==> src/hw/rtl/fte_pkg.sv <==
// ----------------------------------------------------------------------------
// fte_pkg: shared types and constants of the FAT table entry engine
// Command and status codes, the decoded command record and the sequencer
// states used by the front, queue and back parts.
// ----------------------------------------------------------------------------
package fte_pkg;

  localparam int unsigned MaxClusters = 4096;
  localparam int unsigned WordCount   = MaxClusters;  // 16-bit words, two bytes each
  localparam int unsigned WordAw      = 12;
  localparam logic [12:0] MaxLimit    = 13'd4096;
  localparam logic [15:0] Fat12Mask   = 16'h0fff;
  localparam logic [15:0] EndMark12   = 16'h0ff8;
  localparam logic [15:0] EndMark16   = 16'hfff8;
  localparam logic [15:0] EndOfChain  = 16'hffff;

  typedef enum logic [1:0] {
    CMD_READ  = 2'd0,
    CMD_WRITE = 2'd1,
    CMD_FIND  = 2'd2,
    CMD_ALLOC = 2'd3
  } cmd_e;

  typedef enum logic [1:0] {
    ST_OK      = 2'd0,
    ST_RANGE   = 2'd1,
    ST_UNUSED  = 2'd2,
    ST_NO_FREE = 2'd3
  } status_e;

  typedef enum logic [1:0] {
    CFG_FAT_TYPE      = 2'd0,
    CFG_CLUSTER_COUNT = 2'd1
  } cfg_idx_e;

  typedef enum logic [3:0] {
    S_CLEAR,
    S_IDLE,
    S_LD0,
    S_LD1,
    S_LD2,
    S_EVAL,
    S_ST0,
    S_ST1,
    S_DONE
  } seq_state_e;

  typedef struct packed {
    logic        fat16;
    logic [12:0] limit;
  } cfg_t;

  typedef struct packed {
    cmd_e        op;
    logic [11:0] index;
    logic [15:0] value;
    logic [11:0] prev;
    logic        range_err;
    logic        prev_ok;
  } cmd_t;

endpackage

==> src/hw/rtl/fte_queue.sv <==
// ----------------------------------------------------------------------------
// fte_queue: two-entry command queue
// Decouples command acceptance from the table sequencer.
// ----------------------------------------------------------------------------
module fte_queue import fte_pkg::*; (
  input  logic clk_i,
  input  logic rst_ni,
  input  logic push_i,
  input  cmd_t push_data_i,
  output logic full_o,
  input  logic pop_i,
  output logic empty_o,
  output cmd_t pop_data_o
);

  cmd_t       slot_q [2];
  logic       wr_q, rd_q;
  logic [1:0] cnt_q;

  assign full_o     = (cnt_q == 2'd2);
  assign empty_o    = (cnt_q == 2'd0);
  assign pop_data_o = slot_q[rd_q];

  always_ff @(posedge clk_i) begin
    if (push_i) slot_q[wr_q] <= push_data_i;
  end

  always_ff @(posedge clk_i or negedge rst_ni) begin
    if (!rst_ni) begin
      wr_q  <= 1'b0;
      rd_q  <= 1'b0;
      cnt_q <= 2'd0;
    end else begin
      if (push_i) wr_q <= ~wr_q;
      if (pop_i)  rd_q <= ~rd_q;
      cnt_q <= cnt_q + {1'b0, push_i} - {1'b0, pop_i};
    end
  end

endmodule

==> config.mk <==
export PLATFORM = sky130hd
export DESIGN_NAME = fte_queue
export DESIGN_NICKNAME = d
export VERILOG_FILES = /design/src/hw/rtl/fte_pkg.sv /design/src/hw/rtl/fte_queue.sv
export SDC_FILE = /design/constraint.sdc
export NUM_CORES = 1
export LEC_CHECK = 0
export BUFFER_PORTS_ARGS = -buffer_cell sky130_fd_sc_hd__buf_2
export CORE_UTILIZATION = 47
export CTS_CLUSTER_DIAMETER = 200
export DETAILED_ROUTE_END_ITERATION = 10
export PLACE_DENSITY = 0.8
export SETUP_SLACK_MARGIN = 0.3
export SLEW_MARGIN = 20
export SYNTH_ARGS = -nofsm -noshare
export SYNTH_HDL_FRONTEND = slang
export SYNTH_SLANG_ARGS = --single-unit
==> constraint.sdc <==
create_clock -name clk_i -period 2.6 [get_ports clk_i]
set_input_delay 0.39 -clock clk_i [delete_from_list [all_inputs] [get_ports clk_i]]
set_output_delay 0.39 -clock clk_i [all_outputs]
set_load 0.01 [all_outputs]
* Word-level counts from Yosys, hierarchy flattened *
Memory sizes are Yosys's and may differ from the RTL's.
Cells that the tools add are included.

storage, ports and cells
  register bits after elaboration = 4
  bits in writable memories = 88
  bits of input ports = 48
  word-level logic and storage cells = 12
  memories = 1

cells by class
  add/sub/neg operators = 2
  eq/ne operators = 1
  mux-type cells = 2
  bitwise gates (word level) = 2
  reductions and logical operators = 1

memory list
  name    words  bits a word  read ports  clocked after memory_dff  wr ports  line             RTL
  slot_q  2      44           1           0                         1         fte_queue.sv:16  cmd_t slot_q [2];

operators with widths
  kind                                         count
  2-bit by 1-bit adder with 2-bit output       1
  2-bit equality test, second input constant   1
  2-bit logical NOT                            1
  1-bit two-way mux                            2
  1-bit inverter                               2
  2-bit by 1-bit subtractor with 2-bit output  1

* Logic depth before layout (Yosys ltp) *
  depth after elaboration = 2
  mapped depth = 5
  mapped depth without buffers = 5

* Least setup slack after synthesis *
Ideal clock, no wire load.

  path type = flip-flop to flip-flop
  from = register wr_q
  to = memory slot_q[0][0] (netlist name), enable pin
  library setup time = 0.451 ns
  data arrival time = 2.369 ns
  setup slack = -0.220 ns
  stages on the path, launching flop included = 2
  cells stage by stage = dfrtp_1 nor2b_1

RTL lines
  what                      line             RTL
  start: declaration        fte_queue.sv:17  logic wr_q, rd_q;
  start signal: assignment  fte_queue.sv:34  if (push_i) wr_q <= ~wr_q;
  end: declaration          fte_queue.sv:16

Straight into the memory's write port.

==> impl_metrics.ini <==
[outcome]
outcome = finished clean

[power]
p_int_mw = 3.31
powerDensity_nw_per_um2 = 1050
pwr-share-clk_pct = 22.0
pwr-share-comb_pct = 31.8
switchingPower_mw = 1.27
switching_share_pct = 27.8
irDropWorstVdd_mv = 0.431
power.leakage_nw = 1.78
p_seq_share_pct = 46.1

[worst_setup_path]
cp.arrival_ns = 1.78
worstSetupStartpoint = rd_q
r2r_slack_ns = 1.12
worstPathRequired_ns = 2.21
reg2reg_from = wr_q
crit_fanout = 16
critical_path.startpoint_type = register
end_kind = output pin
crit_end = pop_data_o[36]
r2r-end = slot_q[0][24]
r2r_cells = 2
crit_type = register to output pin

[logic_synthesis]
synth_cell_types = 13
synth_top_area_cell = edfxtp_1
synth.area.top_cells = edfxtp_1 74%, mux2_4 16%, dfrtp_1 2.8%, buf_12 2.2%, mux2_2 1.6%
yosys.area.top_type_share_pct = 74.0
synth_warnings = 0
ys_ff_latch = 92
yosysSeqAreaShare_pct = 76.8
synth_nets = 202
mappedNetlistArea_um2 = 3570
synthCells = 152
syn_area_per_cell_um2 = 23.5

[place]
place.gp.congestion = 0.694
port_buffers = 93
post-place-ws_ns = 0.698
hpwl_um = 3770

[timing]
layout_setup_ws_ns = 0.429
setup-tns-final_ns = 0
skew_ns = 0.00605
setup_viol = 0
drv_slew = 0
fin_hold_ws_ns = 0.219
hold_viol = 0
period_minus_slack_ns = 2.17
max_slew_margin_pct = 64.5
grt_setup_unrepaired = no
max_freq_ghz = 0.461
period_share_pct = 83.5
worst_slew_pin_slew_ns = 0.531

[detailed_routing]
drt_pass1_iterations = 4
wl_per_cell_um = 15.4
drc = 0
drt-initial-drc-count = 76
wirelength_um = 5540
viasPerCell = 4.71
vias = 1697
ant_nets = 0

[cells_and_area]
fin_nets = 306
nFillCells = 552
drive_gt1_share_pct = 60.5
layout_common_cells = 93 x buf_2, 88 x edfxtp_1, 39 x mux2_4
area_growth_pct = 22.1
layout_commonest_cell = buf_2
insertedDiodeCount = 0

[cts]
cts_buffers = 9
cts.sinks = 92
post-cts-setup-buffers = 0
cts_max_path_buffers = 2
clkTransAtPathRegs_ns = 0.09
clockRootBuffer = clkbuf_8
clock_latency_ns = 0.35
htree_num_levels = 3
cts_tree = yes

[global_route]
antenna_found_initial = 0
overflow = 0
grt_util_all_layers_pct = 14.4
grt_pass1_vias = 1691
grt_pass1_wl_um = 7950
grt_max_degree = 30

[worst_hold_path]
hold_class = input port to register

[flow_run]
cap_violations = 0

[floorplan]
pin_count = 94
core_um2 = 7290
start_util_pct = 49.0
die-height_um = 89.2
rows = 31
die_area_um2 = 7950
die_w_um = 89.2
-- metrics by stage --
stage / instance area (um2) / util (%) / power [mW] / instances
after floorplan: 3570 / - / 3.25 / 152
after global placement: 4140 / 56.7 / 3.60 / 343
after detailed placement: 4140 / 56.7 / 3.63 / 343
after CTS: 4360 / 59.8 / 4.65 / 360
after global routing: 4360 / 59.8 / 4.83 / 360
final: 4360 / 59.8 / 4.58 / 360
-- cell usage after synthesis, drive strengths merged --
cell and number:
edfxtp 88, mux2 44, buf 5, dfrtp 4
ha 2, inv 2, nor2b 2, xor2 2
and2 1, nor2 1, xor3 1
-- per-layer routing --
| metal | GRT usage, % | share of wire (%) |
|---|---|---|
| met5 | 0 | 0 |
| met4 | 6.49 | 1.5 |
| met3 | 5.82 | 9.2 |
| met2 | 23.9 | 48 |
| met1 | 16.5 | 41 |
-- sequential cells by signal (all words and copies together), names as in the netlist --
register,cells
cnt_q,2
rd_q,1
slot_q,88
wr_q,1
-- worst min path at each step --
stage | startpoint | slack [ns] | to | cells after the start
floorplan | rst_ni | 0.09 | cnt_q[0] | 0
global placement | rst_ni | 0.20 | cnt_q[1] | 1
detailed placement | rst_ni | 0.20 | cnt_q[0] | 1
CTS | push_data_i[14] | 0.20 | slot_q[1][14] | 1
global route | push_data_i[34] | 0.20 | slot_q[0][34] | 1
finish | push_data_i[19] | 0.22 | slot_q[1][19] | 1
-- layout make-up --
type | count | area [um2] | area share, %
sequential | 92 | 2750 | 62.9
multi-input combinational | 53 | 739 | 16.9
timing repair buffer | 98 | 531 | 12.2
clock buffer | 10 | 128 | 2.93
tap | 99 | 124 | 2.84
clock inverter | 6 | 87.6 | 2.01
inverter | 2 | 7.51 | 0.172
-- power groups by stage --
stage / combinational (mW) / clock (mW) / sequential (mW)
floorplan: 1.18 / 0 / 2.07
global placement: 1.47 / 0 / 2.14
detailed placement: 1.48 / 0 / 2.15
CTS: 1.49 / 1.04 / 2.12
global route: 1.59 / 1.09 / 2.15
finish: 1.46 / 1.01 / 2.11
-- kinds of logic after synthesis --
group | count (synthesis) | synth area share, %
buf+inv | 7 | 2.77
simple gates | 4 | 0.630
xor+xnor | 3 | 1.16
mux | 44 | 18.0
flops | 92 | 76.8
fa+ha+maj | 2 | 0.700
-- timing repair --
action	CTS	global route
endpoints found under the hold margin	4	0
setup endpoints to repair	0	30
gates resized for setup	0	1
hold buffers	1	0
-- critical path, stage by stage (launching register included) --
cell and delay (ns):
dfrtp_4 0.59, buf_4 0.35, mux2_4 0.34, buf_2 0.14
(Power assumes the default switching activity.)
