===== src/hw/rtl/fte_pkg.sv =====
// ----------------------------------------------------------------------------
// fte_pkg: shared types and constants of the FAT table entry engine
// Command and status codes, the decoded command record and the sequencer
// states used by the front, queue and back parts.
// ----------------------------------------------------------------------------
package fte_pkg;

  localparam int unsigned MaxClusters = 4096;
  localparam int unsigned WordCount   = MaxClusters;  // 16-bit words, two bytes each
  localparam int unsigned WordAw      = 12;
  localparam logic [12:0] MaxLimit    = 13'd4096;
  localparam logic [15:0] Fat12Mask   = 16'h0fff;
  localparam logic [15:0] EndMark12   = 16'h0ff8;
  localparam logic [15:0] EndMark16   = 16'hfff8;
  localparam logic [15:0] EndOfChain  = 16'hffff;

  typedef enum logic [1:0] {
    CMD_READ  = 2'd0,
    CMD_WRITE = 2'd1,
    CMD_FIND  = 2'd2,
    CMD_ALLOC = 2'd3
  } cmd_e;

  typedef enum logic [1:0] {
    ST_OK      = 2'd0,
    ST_RANGE   = 2'd1,
    ST_UNUSED  = 2'd2,
    ST_NO_FREE = 2'd3
  } status_e;

  typedef enum logic [1:0] {
    CFG_FAT_TYPE      = 2'd0,
    CFG_CLUSTER_COUNT = 2'd1
  } cfg_idx_e;

  typedef enum logic [3:0] {
    S_CLEAR,
    S_IDLE,
    S_LD0,
    S_LD1,
    S_LD2,
    S_EVAL,
    S_ST0,
    S_ST1,
    S_DONE
  } seq_state_e;

  typedef struct packed {
    logic        fat16;
    logic [12:0] limit;
  } cfg_t;

  typedef struct packed {
    cmd_e        op;
    logic [11:0] index;
    logic [15:0] value;
    logic [11:0] prev;
    logic        range_err;
    logic        prev_ok;
  } cmd_t;

endpackage


===== src/hw/rtl/fte_front.sv =====
// ----------------------------------------------------------------------------
// fte_front: configuration registers and command classification
// Holds fat_type and cluster_count, checks index and link ranges against the
// limit in force and masks the write value before queueing.
// ----------------------------------------------------------------------------
module fte_front import fte_pkg::*; (
  input  logic        clk_i,
  input  logic        rst_ni,
  input  logic        cfg_valid_i,
  output logic        cfg_ready_o,
  input  logic [1:0]  cfg_index_i,
  input  logic [15:0] cfg_data_i,
  input  logic [1:0]  command_i,
  input  logic [11:0] index_i,
  input  logic [15:0] entry_value_i,
  input  logic [11:0] prev_cluster_i,
  output cfg_t        cfg_o,
  output cmd_t        cmd_o
);

  logic        fat16_q;
  logic [12:0] count_q;
  logic [12:0] limit;

  assign cfg_ready_o = 1'b1;

  always_ff @(posedge clk_i or negedge rst_ni) begin
    if (!rst_ni) begin
      fat16_q <= 1'b0;
      count_q <= MaxLimit;
    end else if (cfg_valid_i) begin
      unique case (cfg_idx_e'(cfg_index_i))
        CFG_FAT_TYPE:      fat16_q <= cfg_data_i[0];
        CFG_CLUSTER_COUNT: count_q <= cfg_data_i[12:0];
        default: ;
      endcase
    end
  end

  assign limit = (count_q > MaxLimit) ? MaxLimit : count_q;
  assign cfg_o = '{fat16: fat16_q, limit: limit};

  always_comb begin
    cmd_o.op        = cmd_e'(command_i);
    cmd_o.index     = index_i;
    cmd_o.value     = fat16_q ? entry_value_i : (entry_value_i & Fat12Mask);
    cmd_o.prev      = prev_cluster_i;
    cmd_o.range_err = (index_i == 12'd0) || ({1'b0, index_i} >= limit);
    cmd_o.prev_ok   = (prev_cluster_i >= 12'd2) && ({1'b0, prev_cluster_i} < limit);
  end

endmodule


===== config.mk =====
export PLATFORM = sky130hd
export DESIGN_NAME = fte_front
export DESIGN_NICKNAME = d
export VERILOG_FILES = /design/src/hw/rtl/fte_pkg.sv /design/src/hw/rtl/fte_front.sv
export SDC_FILE = /design/constraint.sdc
export NUM_CORES = 1
export LEC_CHECK = 0
export ABC_AREA = 0
export BUFFER_PORTS_ARGS = -buffer_cell sky130_fd_sc_hd__buf_2
export CORE_ASPECT_RATIO = 1.1
export CORE_UTILIZATION = 42
export CTS_BUF_LIST = sky130_fd_sc_hd__clkbuf_2
export CTS_CLUSTER_SIZE = 28
export DETAILED_ROUTE_END_ITERATION = 8
export PLACE_DENSITY = 0.88
export SLEW_MARGIN = 25
export SYNTH_ARGS = -nofsm -noshare
export SYNTH_HDL_FRONTEND = slang
export SYNTH_SLANG_ARGS = --single-unit
export TNS_END_PERCENT = 20

===== constraint.sdc =====
create_clock -name clk_i -period 2.2 [get_ports clk_i]
set_input_delay 0.33 -clock clk_i [delete_from_list [all_inputs] [get_ports clk_i]]
set_output_delay 0.33 -clock clk_i [all_outputs]
set_load 0.01 [all_outputs]

# After elaboration in Yosys (flattened, before gate mapping)
# Cells that the tools add are included.
[op_classes]
magnitude_cmp = 4
eq_ne = 1
n_reduce_logical = 6
mux = 2
[op_table]
columns = ["op", "count"]
rows = [
  ["two-way mux 16 bit", 1],
  [">= comparator 12 x 13 -> 1 bit", 1],
  ["> comparator 13 bit (second input constant)", 1],
  ["less-than comparator 12 x 13 -> 1 bit", 1],
  ["two-way mux 13 bit", 1],
  [">= comparator 12 x 2 -> 1 bit (second input constant)", 1],
  ["zero test 12 bit", 1],
  ["AND reduction 2 bit", 2],
  ["equality test 2 x 1 -> 1 bit (second input constant)", 1],
  ["zero test 2 bit", 1],
  ["logical AND 1 bit", 1],
  ["logical OR 1 bit", 1],
]
[totals]
output_inout_bits = 59
wordCells = 15
ff_bits = 14
inputBits = 63

# Logic depth before layout (Yosys ltp)
[logic_depth]
depth_word = 4
depth_mapped = 8
ltp_nobuf = 6

# Worst setup path before layout
# OpenSTA, ideal clock, no wires.
[synth_path]
path_kind = "reg2out"
from = "register count_q[12]"
to = "output cmd_o[1] (netlist name)"
stages_incl_launch_ff = 8
t_arrival_ns = 1.745
setup_slack_ns = 0.125
required_time_ns = 1.870
path_buffers = 2
path_cell_list = "dfstp_2 > buf_4 > buf_2 > nand2b_1 > ha_1 > and4_1 > a221oi_1 > o211ai_1"
[synth_rtl]
columns = ["element", "line", "source"]
rows = [
  ["start: declaration", "fte_front.sv:22", "logic [12:0] count_q;"],
  ["start signal: assignment", "fte_front.sv:30", "count_q <= MaxLimit;"],
  ["start signal: assignment", "fte_front.sv:34", "CFG_CLUSTER_COUNT: count_q <= cfg_data_i[12:0];"],
  ["end: declaration", "fte_front.sv:18", "output cmd_t cmd_o"],
]

==> impl_metrics.py <==
metrics = {
    "layout": {
        "fill_cells": 346,
        "final_cell_mix": "buf_2 (89), ha_1 (20), dfrtp_1 (13), inv_1 (11)",
        "areaGrowthSynthToFinish_pct": 24.4,
        "stdcell_area_sq_um": 2000,
        "regArea_sq_um": 352,
        "n_antenna_cell": 0,
        "final_common_cell": "buf_2",
        "multi_input_area_sq_um": 978,
        "nets": 315,
        "drive_gt1_frac": 0.588,
    },
    "worst_setup_path": {
        "critical_path_class": "flip-flop to output port",
        "worstSetupStartpoint": "count_q[12]",
        "critical_path.max_stage_delay_ns": 0.63,
        "r2r_slack_ns": 1.17,
        "cp_cell_sequence": "nand2b_4, ha_1, a21oi_1, nand2_1, a221oi_2, o211ai_1, buf_2",
        "end_kind": "output port",
        "critPathLaunchType": "flip-flop",
        "cp.depth": 7,
        "critical_path.top_delay_family": "flip-flops",
        "worstPathArrival_ns": 2.03,
        "critPathSlowestCell": "dfstp_2",
        "cp_max_fo": 8,
        "crit_required_ns": 1.87,
        "path_buf_inv": 1,
        "reg2reg_from": "count_q[12]",
        "r2r_cells": 3,
    },
    "grt": {
        "grt_overflow": 0,
        "grt_pass1_wl_microns": 5260,
        "grt_start_max_net_pins": 15,
        "antenna_found_initial": 0,
        "grt.total_usage": 0.173,
        "grt_pass1_vias": 1237,
    },
    "synth": {
        "syn_area_sq_um": 1610,
        "async_flop_share": 1.00,
        "synth_top_family_by_area": "buffers and inverters",
        "synthSimpleGateAreaFrac": 0.169,
        "synth_ff_type": "dfrtp_1",
        "synth_edf_count": 0,
        "synth-seq-area-share": 0.219,
        "synth_adder_area_share": 0.179,
        "synth_cell_types": 36,
        "synth_compound_area_frac": 0.0771,
        "netlist_top_cells_area": "dfrtp_1 (20%), buf_4 (19%), ha_1 (18%), mux2_4 (9.3%), nand2b_1 (4.3%)",
        "synth-xor-area-share": 0,
        "synth_area_leader_cell": "dfrtp_1",
        "ys_warn_count": 0,
        "synthMuxAreaShare": 0.121,
        "netlist.area_leader.share": 0.202,
        "syn_inst": 167,
        "syn_nets": 253,
        "avgSynthCellArea_sq_um": 9.62,
        "synth_seq_cells": 14,
    },
    "status": {
        "outcome": "complete, but fails checks",
        "violations": "negative setup slack",
    },
    "cts": {
        "root_buffer": "clkbuf_2",
        "cts_tree": "built",
        "cts_buffers": 3,
        "htree_levels": 1,
        "clkLatencyLatePin_ns": 0.26,
        "clk_path_buf_depth": 2,
        "path_clk_slew_ns": 0.13,
        "cts_sinks": 14,
    },
    "routing": {
        "wl_met1_microns": 1450,
        "wl_met3_microns": 200,
        "wl_met2_microns": 1810,
        "firstDrtPassIters": 4,
        "drc": 0,
        "top_layer_used": "met4",
        "drt-total-wl_microns": 3520,
        "antenna_left": 0,
        "vias": 1343,
        "viasPerCell": 4.83,
        "drt_iter0_drc": 25,
        "post_drt_wl_per_cell_microns": 12.7,
    },
    "power": {
        "leakage_nw": 1.13,
        "ir_drop_v": 0.000200,
        "power_density_nw_per_um2": 575,
        "p_total_w": 0.00115,
    },
    "sta": {
        "finalWorstSetupSlack_ns": -0.155,
        "fin_crit_ns": 2.36,
        "skew_ns": 0,
        "hold_viol": 0,
        "finalCritPeriodShare": 1.07,
        "rsz0062_at_grt": "true",
        "fmax_ghz": 0.425,
        "maxSlewViolCount": 0,
        "setup_viol": 2,
    },
    "place": {
        "io_buffer_count": 89,
        "gp_congestion": 0.799,
        "post_dp_cell_area_sq_um": 1840,
        "dpl.hpwl_microns": 3010,
    },
    "die": {
        "start_util": 0.440,
        "io_pins": 122,
        "die_w_microns": 61.0,
        "coreArea_sq_um": 3650,
        "die_area_sq_um": 4080,
        "rows": 23,
        "die_h_microns": 66.9,
    },
    "min_path": {
        "hold_class": "input pin to flip-flop",
        "holdPathStages": 2,
        "worst_hold_startpoint": "cfg_data_i[4]",
    },
    "job": {
        "cap_violations": 0,
    },
}
[power breakdown]
group	internal, W	total, W	switching [W]
sequential	0.000309	0.000360	0.0000514
combinational	0.000370	0.000675	0.000305
clock	0.0000395	0.000114	0.0000746
[registers in the layout, summed over array words and instances (netlist names)]
register  cells
count_q      13
fat16_q       1
[path summary, 6_finish.rpt]
kind	end
worst max-delay path	cmd_o[1]
worst min-delay path	count_q[4]
worst max register to register	count_q[12]
worst min register to register	count_q[11]
max in group asynchronous	count_q[12]
min in group asynchronous	count_q[5]
[final cells by class]
type	count	share of cell area
multi-input cells	97	0.490
repair buffers	101	0.271
flip-flops and latches	14	0.176
well taps	50	0.0313
inverters	12	0.0225
clock buffers	3	0.00751
clock inverters	1	0.00188
[worst reg2reg max path, delay by kind of cell (launching register included)]
| kind | cells | cell delay (ns) |
|---|---|---|
| DFF | 1 | 0.63 |
| muxes | 1 | 0.12 |
| buffers and inverters | 2 | 0.24 |
[per-layer routing]
layer / GRT usage / vias to the layer above
li1: - / 664
met1: 0.192 / 613
met2: 0.326 / 56
met3: 0.0252 / 10
met4: 0.0568 / 0
met5: 0 / -
[what timing repair did]
action                     in CTS  in global routing
hold endpoints to repair       13                  0
resized for setup              15                  0
pin swaps                       6                  1
hold buffers                    1                  0
buffers inserted                3                  1
setup endpoints to repair       2                  2
[kinds of logic (layout without fill, tap and decap cells)]
group                    count (synthesis)  after routing
buffers and inverters                   56            117
AND/OR/NAND/NOR                         40             40
adder cells (fa/ha/maj)                 23             23
AO/OA/AOI/OAI                           19             19
multiplexers                            14             14
flip-flops                              14             14
other                                    1              1
[cell usage after synthesis (2+ instances only)]
master,count
o21ai_0,2
a21o_1,2
nor4_1,5
a21oi_1,8
inv_1,11
nand4b_1,3
dfrtp_1,13
buf_4,41
mux2_2,4
ha_1,23
mux2_4,10
and2_1,4
nand2_1,3
nand3_1,4
nand2b_1,11
nor2b_1,2
nand4_1,2
[through the flow]
stage / util / TNS [ns] / setup slack [ns] / hold slack [ns] / instances
2_1_floorplan: - / 0 / 0.125 / 0.0344 / 167
3_3_place_gp: 0.503 / 0 / 0.0922 / 0.228 / 269
3_5_place_dp: 0.503 / 0 / 0.0784 / 0.231 / 269
4_1_cts: 0.545 / -0.315 / -0.161 / 0.283 / 277
5_1_grt: 0.547 / -0.573 / -0.295 / 0.254 / 278
6_report: 0.547 / -0.288 / -0.155 / 0.284 / 278
Note: power is estimated with default switching activity, not from simulation.
